===== src/rtl/filled_ellipse_span_generator_core_macros.svh =====
// Assertion macros shared by the ellipse span generator RTL.
`ifndef FILLED_ELLIPSE_SPAN_GENERATOR_CORE_MACROS_SVH
`define FILLED_ELLIPSE_SPAN_GENERATOR_CORE_MACROS_SVH

// Same-cycle implication, sampled on clk_i and disabled while rst_ni is low.
`define FESG_ASSERT_NOW(lbl, ante, cons, msg) \
  lbl: assert property (@(posedge clk_i) disable iff (!rst_ni) (ante) |-> (cons)) \
    else $error(msg);

// Next-cycle implication, sampled on clk_i and disabled while rst_ni is low.
`define FESG_ASSERT_NEXT(lbl, ante, cons, msg) \
  lbl: assert property (@(posedge clk_i) disable iff (!rst_ni) (ante) |=> (cons)) \
    else $error(msg);

`endif


===== src/rtl/fesg_pkg.sv =====
// Shared constants and types of the ellipse span generator.
`timescale 1ns / 1ps
package fesg_pkg;

  localparam int COORD_W     = 8;
  localparam int SEMI_W      = 4;
  localparam int MAX_SEMI    = 15;
  localparam int MAX_RESULTS = 48;
  localparam int DX_W        = 6;
  localparam int CNT_W       = 6;
  localparam int ERR_W       = 24;
  localparam int E2_W        = ERR_W + 1;
  localparam int SQ_W        = 2 * SEMI_W;
  localparam int OPA_W       = 8;
  localparam int OPB_W       = SQ_W;
  localparam int PROD_W      = OPA_W + OPB_W + 1;

  typedef enum logic [3:0] {
    ST_IDLE,
    ST_SQW,
    ST_SQH,
    ST_INIT,
    ST_ERR,
    ST_MA,
    ST_MB,
    ST_UPD,
    ST_TIP
  } fesg_state_e;

endpackage


===== src/rtl/fesg_if.sv =====
// Valid/ready channel interfaces for ellipse commands and span results.
`timescale 1ns / 1ps
interface fesg_cmd_if;
  logic                          valid;
  logic                          ready;
  logic [fesg_pkg::COORD_W-1:0]  center_x;
  logic [fesg_pkg::COORD_W-1:0]  center_y;
  logic [fesg_pkg::SEMI_W-1:0]   semi_w;
  logic [fesg_pkg::SEMI_W-1:0]   semi_h;

  modport source (output valid, center_x, center_y, semi_w, semi_h, input ready);
  modport sink (input valid, center_x, center_y, semi_w, semi_h, output ready);
endinterface

interface fesg_span_if;
  logic                          valid;
  logic                          ready;
  logic [fesg_pkg::COORD_W-1:0]  x_left;
  logic [fesg_pkg::COORD_W-1:0]  x_right;
  logic [fesg_pkg::COORD_W-1:0]  y_top;
  logic [fesg_pkg::COORD_W-1:0]  y_bottom;
  logic                          is_tip;
  logic                          last;

  modport source (output valid, x_left, x_right, y_top, y_bottom, is_tip, last,
                  input ready);
  modport sink (input valid, x_left, x_right, y_top, y_bottom, is_tip, last,
                output ready);
endinterface


===== src/rtl/filled_ellipse_span_generator_core.sv =====
// Top level of the filled ellipse span generator.
`timescale 1ns / 1ps
// The block takes one ellipse command (centre and two semi-axes) on cmd_i and
// returns its spans on span_o, one transfer per span, in walk order. Each
// walk span is a mirrored column pair with edge cells at y_top and y_bottom;
// after the walk, tip spans cover the remaining columns on the centre row.
// The final span of a command carries last, and a command gives 1 to 48 spans.
// A single shared multiplier, stepped by a small sequencer, does all the
// products. Setup forms the two squares, then the initial error product,
// then loads the error. Each walk span then takes two products and one
// update, each tip span only its tip step, and the first span is loaded
// into the output register by the first update after setup.
// cmd_i.ready is high only while the sequencer is idle; the last span of the
// previous command may still sit in the output register then. When span_o
// is stalled, the sequencer holds at its span-producing step until the output
// register frees, so no span is lost. Reset returns the block to idle with an
// empty output register.
module filled_ellipse_span_generator_core (
  input  logic         clk_i,
  input  logic         rst_ni,
  fesg_cmd_if.sink     cmd_i,
  fesg_span_if.source  span_o
);
  import fesg_pkg::*;
  `include "filled_ellipse_span_generator_core_macros.svh"

  fesg_state_e state_q, state_d;

  logic [COORD_W-1:0] cx_q, cx_d, cy_q, cy_d;
  logic [SEMI_W-1:0]  w_q, w_d, h_q, h_d;
  logic [SQ_W-1:0]    w2_q, w2_d, h2_q, h2_d;
  logic signed [PROD_W-1:0] prod_q, prod_d, prod_a_q, prod_a_d;
  logic               cond_a_q, cond_a_d;
  logic signed [ERR_W-1:0] err_q, err_d;
  logic [DX_W-1:0]    dx_q, dx_d;
  logic [SEMI_W-1:0]  dy_q, dy_d;
  logic [CNT_W-1:0]   cnt_q, cnt_d;

  // Output register.
  logic               out_valid_q, out_valid_d;
  logic [COORD_W-1:0] x_left_q, x_right_q, y_top_q, y_bottom_q;
  logic               is_tip_q, last_q;

  // Shared multiplier operands.
  logic signed [OPA_W-1:0]  mul_a;
  logic        [OPB_W-1:0]  mul_b;
  logic signed [PROD_W-1:0] mul_p;

  // Walk step datapath.
  logic signed [E2_W-1:0]  e2, neg_b;
  logic                    cond_a_now, cond_b;
  logic signed [ERR_W-1:0] add_a, sub_b, err_upd;
  logic [CNT_W-1:0]        cnt_inc;
  logic                    cnt_room;
  logic [DX_W-1:0]         dx_step, dx_tip;
  logic                    walk_cont, tips_follow, tip_more;
  logic [SEMI_W-1:0]       w_sat, h_sat;

  // Output load request.
  logic                    out_free, out_load;
  logic [DX_W-1:0]         ol_dx;
  logic [SEMI_W-1:0]       ol_dy;
  logic                    ol_tip, ol_last;

  fesg_mul u_mul (
    .op_a_i (mul_a),
    .op_b_i (mul_b),
    .prod_o (mul_p)
  );

  // Semi-axes saturate at the largest supported value.
  assign w_sat = (cmd_i.semi_w > SEMI_W'(MAX_SEMI)) ? SEMI_W'(MAX_SEMI) : cmd_i.semi_w;
  assign h_sat = (cmd_i.semi_h > SEMI_W'(MAX_SEMI)) ? SEMI_W'(MAX_SEMI) : cmd_i.semi_h;

  assign out_free = !out_valid_q || span_o.ready;

  // The two walk conditions use twice the error before either update.
  assign e2         = $signed({err_q, 1'b0});
  assign cond_a_now = e2 < E2_W'(prod_q);
  assign neg_b      = -E2_W'(prod_q);
  assign cond_b     = e2 > neg_b;

  // The update products follow from the compare products: stepping dx adds
  // 2*h2 to (2dx+1)*h2, and stepping dy takes 2*w2 off (2dy-1)*w2.
  assign add_a   = cond_a_q ? ERR_W'(prod_a_q) + ERR_W'($signed({1'b0, h2_q, 1'b0}))
                            : '0;
  assign sub_b   = cond_b ? ERR_W'(prod_q) - ERR_W'($signed({1'b0, w2_q, 1'b0}))
                          : '0;
  assign err_upd = err_q + add_a - sub_b;

  assign cnt_inc  = CNT_W'(cnt_q + 1'b1);
  assign cnt_room = cnt_inc < CNT_W'(MAX_RESULTS);
  assign dx_step  = DX_W'(dx_q + DX_W'(cond_a_q));
  assign dx_tip   = DX_W'(dx_q + 1'b1);

  // The walk goes on while dy stays non-negative, the step moved and the span
  // cap is not reached; a step that moves neither coordinate ends it.
  assign walk_cont   = ((cond_a_q && !cond_b) || (cond_b && (dy_q != '0))) && cnt_room;
  assign tips_follow = (dx_step < DX_W'(w_q)) && cnt_room;
  assign tip_more    = (dx_tip < DX_W'(w_q)) && cnt_room;

  always_comb begin
    state_d     = state_q;
    cx_d        = cx_q;
    cy_d        = cy_q;
    w_d         = w_q;
    h_d         = h_q;
    w2_d        = w2_q;
    h2_d        = h2_q;
    prod_d      = prod_q;
    prod_a_d    = prod_a_q;
    cond_a_d    = cond_a_q;
    err_d       = err_q;
    dx_d        = dx_q;
    dy_d        = dy_q;
    cnt_d       = cnt_q;
    mul_a       = '0;
    mul_b       = '0;
    out_load    = 1'b0;
    ol_dx       = dx_q;
    ol_dy       = dy_q;
    ol_tip      = 1'b0;
    ol_last     = 1'b0;
    cmd_i.ready = 1'b0;

    unique case (state_q)
      ST_IDLE: begin
        cmd_i.ready = 1'b1;
        if (cmd_i.valid) begin
          cx_d    = cmd_i.center_x;
          cy_d    = cmd_i.center_y;
          w_d     = w_sat;
          h_d     = h_sat;
          state_d = ST_SQW;
        end
      end
      ST_SQW: begin
        mul_a   = OPA_W'(w_q);
        mul_b   = OPB_W'(w_q);
        w2_d    = OPB_W'(mul_p);
        state_d = ST_SQH;
      end
      ST_SQH: begin
        mul_a   = OPA_W'(h_q);
        mul_b   = OPB_W'(h_q);
        h2_d    = OPB_W'(mul_p);
        state_d = ST_INIT;
      end
      ST_INIT: begin
        // (2h - 1) * w2; with h at zero the factor is minus one.
        mul_a   = $signed({3'b000, h_q, 1'b0}) - OPA_W'(1);
        mul_b   = w2_q;
        prod_d  = mul_p;
        state_d = ST_ERR;
      end
      ST_ERR: begin
        err_d   = ERR_W'($signed({1'b0, h2_q})) - ERR_W'(prod_q);
        dx_d    = '0;
        dy_d    = h_q;
        cnt_d   = '0;
        state_d = ST_MA;
      end
      ST_MA: begin
        mul_a   = $signed({1'b0, dx_q, 1'b1});
        mul_b   = h2_q;
        prod_d  = mul_p;
        state_d = ST_MB;
      end
      ST_MB: begin
        cond_a_d = cond_a_now;
        prod_a_d = prod_q;
        mul_a    = $signed({3'b000, dy_q, 1'b0}) - OPA_W'(1);
        mul_b    = w2_q;
        prod_d   = mul_p;
        state_d  = ST_UPD;
      end
      ST_UPD: begin
        // Emit the span of the position before this step, then commit it.
        if (out_free) begin
          out_load = 1'b1;
          ol_dx    = dx_q;
          ol_dy    = dy_q;
          ol_tip   = 1'b0;
          ol_last  = !walk_cont && !tips_follow;
          err_d    = err_upd;
          dx_d     = dx_step;
          if (cond_b && (dy_q != '0)) begin
            dy_d = SEMI_W'(dy_q - 1'b1);
          end
          cnt_d = cnt_inc;
          if (walk_cont) begin
            state_d = ST_MA;
          end else if (tips_follow) begin
            state_d = ST_TIP;
          end else begin
            state_d = ST_IDLE;
          end
        end
      end
      ST_TIP: begin
        if (out_free) begin
          out_load = 1'b1;
          ol_dx    = dx_tip;
          ol_dy    = '0;
          ol_tip   = 1'b1;
          ol_last  = !tip_more;
          dx_d     = dx_tip;
          cnt_d    = cnt_inc;
          state_d  = tip_more ? ST_TIP : ST_IDLE;
        end
      end
      default: begin
        state_d = ST_IDLE;
      end
    endcase
  end

  always_comb begin
    out_valid_d = out_valid_q;
    if (out_load) begin
      out_valid_d = 1'b1;
    end else if (span_o.ready) begin
      out_valid_d = 1'b0;
    end
  end

  always_ff @(posedge clk_i or negedge rst_ni) begin
    if (!rst_ni) begin
      state_q     <= ST_IDLE;
      out_valid_q <= 1'b0;
      cnt_q       <= '0;
    end else begin
      state_q     <= state_d;
      out_valid_q <= out_valid_d;
      cnt_q       <= cnt_d;
    end
  end

  always_ff @(posedge clk_i) begin
    cx_q     <= cx_d;
    cy_q     <= cy_d;
    w_q      <= w_d;
    h_q      <= h_d;
    w2_q     <= w2_d;
    h2_q     <= h2_d;
    prod_q   <= prod_d;
    prod_a_q <= prod_a_d;
    cond_a_q <= cond_a_d;
    err_q    <= err_d;
    dx_q     <= dx_d;
    dy_q     <= dy_d;
  end

  // Span coordinates wrap modulo the coordinate range.
  always_ff @(posedge clk_i) begin
    if (out_load) begin
      x_left_q   <= COORD_W'(cx_q - COORD_W'(ol_dx));
      x_right_q  <= COORD_W'(cx_q + COORD_W'(ol_dx));
      y_top_q    <= COORD_W'(cy_q - COORD_W'(ol_dy));
      y_bottom_q <= COORD_W'(cy_q + COORD_W'(ol_dy));
      is_tip_q   <= ol_tip;
      last_q     <= ol_last;
    end
  end

  assign span_o.valid    = out_valid_q;
  assign span_o.x_left   = x_left_q;
  assign span_o.x_right  = x_right_q;
  assign span_o.y_top    = y_top_q;
  assign span_o.y_bottom = y_bottom_q;
  assign span_o.is_tip   = is_tip_q;
  assign span_o.last     = last_q;

  `FESG_ASSERT_NEXT(a_cmd_starts_setup, cmd_i.valid && cmd_i.ready, state_q == ST_SQW, "command transfer did not start setup")
  `FESG_ASSERT_NOW(a_span_count_bound, 1'b1, cnt_q <= CNT_W'(MAX_RESULTS), "span count exceeds limit")
  `FESG_ASSERT_NEXT(a_last_returns_idle, out_load && ol_last, state_q == ST_IDLE, "sequencer busy after last span")
  `FESG_ASSERT_NOW(a_load_needs_room, out_load, out_free, "output register overwritten")

endmodule


===== src/rtl/fesg_mul.sv =====
// Shared signed-by-unsigned multiplier used by the walk sequencer.
`timescale 1ns / 1ps
module fesg_mul (
  input  logic signed [fesg_pkg::OPA_W-1:0]  op_a_i,
  input  logic        [fesg_pkg::OPB_W-1:0]  op_b_i,
  output logic signed [fesg_pkg::PROD_W-1:0] prod_o
);
  import fesg_pkg::*;

  logic signed [OPB_W:0] op_b_s;

  assign op_b_s = $signed({1'b0, op_b_i});
  assign prod_o = PROD_W'(op_a_i) * PROD_W'(op_b_s);

endmodule


===== src/flat_wrapper.sv =====
// flat-port wrapper written by rule: the top's interface ports become plain ports
module filled_ellipse_span_generator_core_flat import fesg_pkg::*;
  (clk_i, rst_ni, cmd_i_valid, cmd_i_center_x, cmd_i_center_y, cmd_i_semi_w, cmd_i_semi_h, cmd_i_ready, span_o_valid, span_o_x_left, span_o_x_right, span_o_y_top, span_o_y_bottom, span_o_is_tip, span_o_last, span_o_ready);
  fesg_cmd_if cmd_i_i ();
  fesg_span_if span_o_i ();
  input  logic clk_i;
  input  logic rst_ni;
  input wire logic [$bits(cmd_i_i.valid)-1:0] cmd_i_valid;
  input wire logic [$bits(cmd_i_i.center_x)-1:0] cmd_i_center_x;
  input wire logic [$bits(cmd_i_i.center_y)-1:0] cmd_i_center_y;
  input wire logic [$bits(cmd_i_i.semi_w)-1:0] cmd_i_semi_w;
  input wire logic [$bits(cmd_i_i.semi_h)-1:0] cmd_i_semi_h;
  output wire logic [$bits(cmd_i_i.ready)-1:0] cmd_i_ready;
  output wire logic [$bits(span_o_i.valid)-1:0] span_o_valid;
  output wire logic [$bits(span_o_i.x_left)-1:0] span_o_x_left;
  output wire logic [$bits(span_o_i.x_right)-1:0] span_o_x_right;
  output wire logic [$bits(span_o_i.y_top)-1:0] span_o_y_top;
  output wire logic [$bits(span_o_i.y_bottom)-1:0] span_o_y_bottom;
  output wire logic [$bits(span_o_i.is_tip)-1:0] span_o_is_tip;
  output wire logic [$bits(span_o_i.last)-1:0] span_o_last;
  input wire logic [$bits(span_o_i.ready)-1:0] span_o_ready;
  assign cmd_i_i.valid = cmd_i_valid;
  assign cmd_i_i.center_x = cmd_i_center_x;
  assign cmd_i_i.center_y = cmd_i_center_y;
  assign cmd_i_i.semi_w = cmd_i_semi_w;
  assign cmd_i_i.semi_h = cmd_i_semi_h;
  assign cmd_i_ready = cmd_i_i.ready;
  assign span_o_valid = span_o_i.valid;
  assign span_o_x_left = span_o_i.x_left;
  assign span_o_x_right = span_o_i.x_right;
  assign span_o_y_top = span_o_i.y_top;
  assign span_o_y_bottom = span_o_i.y_bottom;
  assign span_o_is_tip = span_o_i.is_tip;
  assign span_o_last = span_o_i.last;
  assign span_o_i.ready = span_o_ready;
  filled_ellipse_span_generator_core u_core (.clk_i(clk_i), .rst_ni(rst_ni), .cmd_i(cmd_i_i), .span_o(span_o_i));
endmodule

===== config.mk =====
export PLATFORM = sky130hd
export DESIGN_NAME = filled_ellipse_span_generator_core_flat
export DESIGN_NICKNAME = d
export VERILOG_FILES = /design/src/rtl/fesg_pkg.sv /design/src/rtl/fesg_if.sv /design/src/rtl/filled_ellipse_span_generator_core.sv /design/src/rtl/fesg_mul.sv /design/src/flat_wrapper.sv
export VERILOG_INCLUDE_DIRS = /design/src /design/src/rtl
export SDC_FILE = /design/constraint.sdc
export NUM_CORES = 1
export LEC_CHECK = 0
export BUFFER_PORTS_ARGS = -buffer_cell sky130_fd_sc_hd__buf_4
export CAP_MARGIN = 10
export CORE_MARGIN = 5
export CORE_UTILIZATION = 50
export CTS_CLUSTER_SIZE = 10
export DETAILED_ROUTE_END_ITERATION = 8
export PLACE_DENSITY = 0.67
export SYNTH_ARGS = -nofsm -noshare
export SYNTH_HDL_FRONTEND = slang
export SYNTH_SLANG_ARGS = --single-unit

===== constraint.sdc =====
create_clock -name clk_i -period 19.67 [get_ports clk_i]
set_clock_uncertainty 0.05 [all_clocks]
set_input_delay 4.9175 -clock clk_i [delete_from_list [all_inputs] [get_ports clk_i]]
set_output_delay 4.9175 -clock clk_i [all_outputs]
set_load 0.01 [all_outputs]

Yosys cells after proc, flatten, opt, wreduce, memory -nomap -nowiden
Index checks and enable logic that the tools add are counted.
- register bits after elaboration: 154
- add/sub/neg operators: 16
- $mul: 1
- $lt $le $gt $ge: 7
- equality and inequality tests: 13
- mux-type cells: 32
- reductions and logical operators: 28
- operator list (kind ; count):
    24-bit 2-to-1 mux ; 3
    24-bit one-hot mux with 2 select lines ; 1
    4-bit 2-to-1 mux ; 10
    8-bit one-hot mux with 5 select lines ; 1
    4-bit one-hot mux with 9 select lines ; 1
    8-bit one-hot mux with 4 select lines ; 1
    25-bit greater-than comparator ; 1
    25-bit by 17-bit less-than comparator with 1-bit output ; 1
    17-bit negator with 25-bit output ; 1
    24-bit adder ; 1
    6-bit 2-to-1 mux ; 4
    24-bit subtractor ; 1
    17-bit by 10-bit adder with 18-bit output ; 1
    6-bit one-hot mux with 3 select lines ; 1
    17-bit by 10-bit subtractor with 18-bit output ; 1
    9-bit by 17-bit subtractor with 18-bit output ; 1
    8-bit by 9-bit multiplier with 17-bit output ; 1
    4-bit by 3-bit == test with 1-bit output, second input constant ; 4
    6-bit by 1-bit adder with 6-bit output, second input constant ; 2
    6-bit by 4-bit less-than comparator with 1-bit output ; 2
    6-bit one-hot mux with 2 select lines ; 1
    5-bit by 1-bit subtractor with 6-bit output, second input constant ; 2
    8-bit by 4-bit adder with 8-bit output ; 1
    8-bit by 6-bit adder with 8-bit output ; 1
    other kinds (25) ; 53

Longest topological paths before layout
- depth in word-level cells: 10
- depth in mapped cells: 28

Modules after synthesis
A second synthesis with hierarchy kept.
- cells, all modules: 1470
- area, all modules: 13945.9 um^2
- by module, submodules not included (module ; times used ; cells an instance ; area an instance (um^2) ; sequential area each (um^2)):
    filled_ellipse_span_generator_core ; 1 ; 1195 ; 11616.1 ; 4509.3
    fesg_mul ; 1 ; 275 ; 2329.7 ; 0.0

Worst setup path after synthesis
OpenSTA, ideal clock, no wires.
- path type: in2reg
- start point: input port span_o_ready
- end point: register u_core.x_right_q[7] (netlist: u_core.span_o.x_right[7]) (data pin)
- arrival: 7.135 ns
- required time: 19.361 ns
- slack: 12.226 ns
- stages: 15
- cells stage by stage: nand2b_1 clkbuf_1 nand3_1 inv_1 nand2_1 xnor2_1 ha_1 inv_1 nor2_1 nor2_1 o21bai_1 a21oi_1 nor2b_1 o21ai_0 xnor2_1
- cells in the longest elaborated chain, start to end: 4
- RTL lines (what ; RTL line ; RTL):
    start: declaration ; flat_wrapper.sv:21 ; input wire logic [$bits(span_o_i.ready)-1:0] span_o_ready;
    1-bit logical OR ; filled_ellipse_span_generator_core.sv:75 ; assign out_free = !out_valid_q || span_o.ready;
    6-bit 2-to-1 mux ; filled_ellipse_span_generator_core.sv:201 ; if (out_free) begin
    6-bit 2-to-1 mux ; -- ;
    8-bit by 6-bit adder with 8-bit output ; filled_ellipse_span_generator_core.sv:258 ; x_right_q <= COORD_W'(cx_q + COORD_W'(ol_dx));
    end signal: assignment ; filled_ellipse_span_generator_core.sv:258 ;
    end: declaration ; filled_ellipse_span_generator_core.sv:41 ; logic [COORD_W-1:0] x_left_q, x_right_q, y_top_q, y_bottom_q;
Every way passes these cells.
A chain may end at the register's enable or synchronous reset.

Worst setup path in the final report
- start point: register u_core.prod_q[2]
- end point: register u_core.err_q[23] (data pin)
- cells in the longest elaborated chain, start to end: 6
- elaborated cells on any way between the ends: 8
- RTL lines (what ; RTL line ; RTL):
    start: declaration ; filled_ellipse_span_generator_core.sv:32 ; logic signed [PROD_W-1:0] prod_q, prod_d, prod_a_q, prod_a_d;
    start signal: assignment ; filled_ellipse_span_generator_core.sv:246 ; prod_q <= prod_d;
    17-bit negator with 25-bit output ; filled_ellipse_span_generator_core.sv:80 ; assign neg_b = -E2_W'(prod_q);
    25-bit greater-than comparator ; filled_ellipse_span_generator_core.sv:81 ; assign cond_b = e2 > neg_b;
    24-bit 2-to-1 mux ; filled_ellipse_span_generator_core.sv:87 ; assign sub_b = cond_b ? ERR_W'(prod_q) - ERR_W'($signed({1'b0, w2_q, 1'b0}))
    24-bit subtractor ; filled_ellipse_span_generator_core.sv:89 ; assign err_upd = err_q + add_a - sub_b;
    24-bit 2-to-1 mux ; filled_ellipse_span_generator_core.sv:179 ; if (out_free) begin
    24-bit one-hot mux with 2 select lines * ; filled_ellipse_span_generator_core.sv:126 ; unique case (state_q)
    named net u_core.err_d[23] ; filled_ellipse_span_generator_core.sv:34 ; logic signed [ERR_W-1:0] err_q, err_d;
    end signal: assignment ; filled_ellipse_span_generator_core.sv:249 ; err_q <= err_d;
    end: declaration ; filled_ellipse_span_generator_core.sv:34 ;
The timed path passes the listed nets; every way through them passes the cells marked *. The select of a mux whose other input is x is not followed.

==> summary.md <==
| Metric | Value |
|---|---|
| Number of cells upsized or downsized after cts | `0` |
| GRT Resource Usage Total | `21.02%` |
| Busiest metal layer after global routing | `met2` |
| Via count normalized by instance count | `5.565` |
| Sequential cell area fraction in the yosys report | `32.71%` |
| Global routing met1 resource utilization | `30.85%` |
| RR Endpoint | `u_core.err_q[23]` |
| Portion of synthesized cell area occupied by the leading cell type | `30.71%` |
| Post-route setup TNS | `0 ns` |
| Remaining DRCs | `0` |
| Number of synthesized flops with an enable pin | `141` |
| Total Nets Final | `1780` |
| Remaining antenna violation count | `0` |
| Start of the worst register-to-register path | `u_core.prod_q[2]` |
| Signed area change from the synthesized netlist to the final layout | `10.63%` |
| Max transition margin | `24.49%` |
| Number of clock buffers inserted by TritonCTS | `17` |
| Initial antenna violation count | `0` |
| Max clock buf depth | `2` |
| Number of cells in the finished layout apart from fillers | `1865` |
| Via count of the first global-routing pass | `10280` |
| Worst path required time | `19.81 ns` |
| Clock period minus final worst setup slack | `7.743 ns` |
| Cell type contributing the most total cell area after synthesis | `edfxtp_1` |
| Starting utilization of the core area | `51.01%` |
| Data arrival time of the critical path | `7.88 ns` |
| Worst slack after detailed placement | `11.75 ns` |
| Detailed-route wire length | `31910 um` |
| Final weighted congestion of routability-driven global placement | `0.8865` |
| Final worst-path cycle share | `39.37%` |
| Max-cap viol count | `0` |
| Cells after synthesis | `1448` |
| Synth async-reset ratio | `7.237%` |
| Pin count of the biggest net entering global routing | `51` |
| F_max | `129.1 MHz` |
| H-tree depth | `4` |
| Met2 track utilization from global routing | `33.15%` |
| Status | `finished, final reports clean` |
| Later-pin clock latency in the skew report | `0.44 ns` |
| Total gr overflow | `0` |
| Number of placed instances, taps included | `1833` |
| Vertical extent of the die | `176.0 um` |
| Largest fanout on the critical path | `17` |
| Vias after detailed routing | `10380` |
| Hold Path Class | `flip-flop to flip-flop` |
| Final core utilization | `56.43%` |
| Detailed-placement wirelength estimate | `25330 um` |
| Clock slew at the register clock pins of the worst setup and hold paths | `0.09 ns` |
| Worst-case setup margin in the final layout | `11.93 ns` |
| First-pass GRT wire length | `52590 um` |
| Final count of negative-setup-slack endpoints | `0` |
| Number of diodes added for antenna fixing | `0` |
| Number of optimization iterations in the first detailed-route pass | `5` |
| Crit start category | `flip-flop` |
| Total number of clock tree sinks | `152` |
| Routed length per placed instance | `17.11 um` |
| Met3 layer usage reported by global route | `3.448%` |
| Input/output buffers | `63` |
| Least-Margin Pin Slew | `1.133 ns` |
| Most instantiated flip-flop cell in the synthesis netlist | `edfxtp_1` |
| I/O pin cnt | `64` |
| Width of the chip | `176.0 um` |
| Row count | `60` |
| Number of warning messages in the yosys log | `0` |
| Post-CTS setup buffer count | `0` |
| Share of cells above drive strength 1 | `8.399%` |
| FF-to-FF path depth | `25` |
| Crit Path Class | `flip-flop to flip-flop` |
| Initial DRC Count | `736` |
| Destination of the critical timing path | `u_core.err_q[23]` |
| Mapped Avg Cell Area | `9.521 um2` |
| Overall die area | `30990 um2` |
| Net count of the mapped netlist | `1717` |
| Worst R2R Setup Slack | `11.93 ns` |
| Worst setup startpoint | `u_core.prod_q[2]` |
| Number of distinct library cells after synthesis | `70` |
| Master cell of the clock root buffer | `clkbuf_16` |
| Number of buffers inserted for hold repair after clock tree synthesis | `0` |
| Setup repair after global routing missed its margin | `no` |
| Cell with the most instances after synthesis | `inv_1` |
| FF+latch count, synth | `152` |
| Cell count of the worst hold path | `1` |
| Clock tree from TritonCTS | `built` |
| Type of destination of the critical path | `flip-flop` |
| Max-slew violations | `0` |
| Number of endpoints with negative hold slack in the final report | `0` |
| Placeable core region | `27030 um2` |
| Area contributors post-synth | `edfxtp_1 (31%), ha_1 (16%), fa_1 (9.7%)` |
| Area of the mapped netlist | `13790 um2` |
| Top cell types by occurrence after synthesis | `inv_1 (204), ha_1 (174), edfxtp_1 (141)` |
[sequential cells by signal, indices dropped and copies added, names as in the netlist, 7 cells and up]
signal,flops
u_core.err_q,24
u_core.span_o.x_left,7
u_core.w2_q,8
u_core.span_o.x_right,8
u_core.span_o.y_top,7
u_core.prod_a_q,17
u_core.cx_q,8
u_core.h2_q,8
u_core.cy_q,8
u_core.prod_q,17
u_core.span_o.y_bottom,8
[how the worst min path moves through the flow]
| stage | slack, ns | from | endpoint |
|---|---|---|---|
| final | 0.48 | u_core.cnt_q[3] | u_core.cnt_q[3] |
| after global routing | 0.51 | u_core.prod_q[3] | u_core.prod_a_q[3] |
| after CTS | 0.48 | u_core.cnt_q[3] | u_core.cnt_q[3] |
| after detailed placement | 0.48 | u_core.cnt_q[3] | u_core.cnt_q[3] |
| after global placement | 0.47 | u_core.cnt_q[3] | u_core.cnt_q[3] |
| after floorplan | 0.37 | u_core.prod_q[13] | u_core.prod_a_q[13] |
[per-layer routing]
layer | vias up | share of wire, %
li1 | 5101 | -
met1 | 4970 | 49
met2 | 277 | 44
met3 | 31 | 5.3
met4 | 0 | 1.2
met5 | - | 0
[layout by cell type (no fill, tap or decap), types with 11 or more instances in the layout]
master | Yosys | final
nand3_1 | 33 | 32
nor3_1 | 26 | 26
edfxtp_1 | 141 | 141
a21oi_1 | 99 | 99
clkbuf_16 | 0 | 17
a21o_1 | 38 | 38
xnor2_1 | 90 | 90
nor2_1 | 133 | 132
inv_1 | 204 | 204
ha_1 | 174 | 174
buf_4 | 2 | 75
dfrtp_1 | 11 | 11
nand2_1 | 96 | 96
o21ai_0 | 63 | 63
o21bai_1 | 12 | 12
nor2b_1 | 22 | 22
xor2_1 | 34 | 34
fa_1 | 67 | 67
nand2b_1 | 19 | 19
[cell families after synthesis]
group / share of synthesized area (%)
flops: 32.71
simple gates: 13.66
buf+inv: 6.526
fa+ha+maj: 25.52
xor+xnor: 7.878
mux: 0.3631
compound gates: 13.34
[metrics by stage]
stage / hold WS (ns) / cell area [um2]
after floorplan: 0.3744 / 13790
after global placement: 0.4742 / 14660
after detailed placement: 0.4752 / 14660
after CTS: 0.4820 / 15250
after global routing: 0.5131 / 15250
final: 0.4771 / 15250
[worst max-delay path: stages, from the launching register on]
cell and delay, ns:
edfxtp_1 0.53, nor4_1 0.36, nand3_1 0.21, nor4_1 0.61, nand2_1 0.18, nor3_1 0.57, a21o_1 0.21, ha_1 0.23
nand4_1 0.16, nor2_1 0.07, a211o_1 0.26, a2111o_1 0.40, o21ai_1 0.34, buf_4 0.34, o21ba_2 0.21, fa_1 0.51
inv_1 0.04, ha_1 0.37, a21o_1 0.21, a21o_1 0.17, a21o_1 0.19, a211oi_2 0.24, o31ai_2 0.12, a311oi_2 0.32
mux2i_1 0.11, or4_1 0.49
[cell type report]
cell class,count,area (um2)
Clock buffer,17,425.4
Clock inverter,15,163.9
Fill cell,2401,11780
Inverter,206,773.2
Multi-Input combinational cell,1059,8389
Sequential cell,152,4509
Tap cell,341,426.7
Timing Repair Buffer,75,563.0
Power is left out: the tool's default activity adds up to more than one toggle a clock period on the data nets, which glitch-free logic cannot reach.
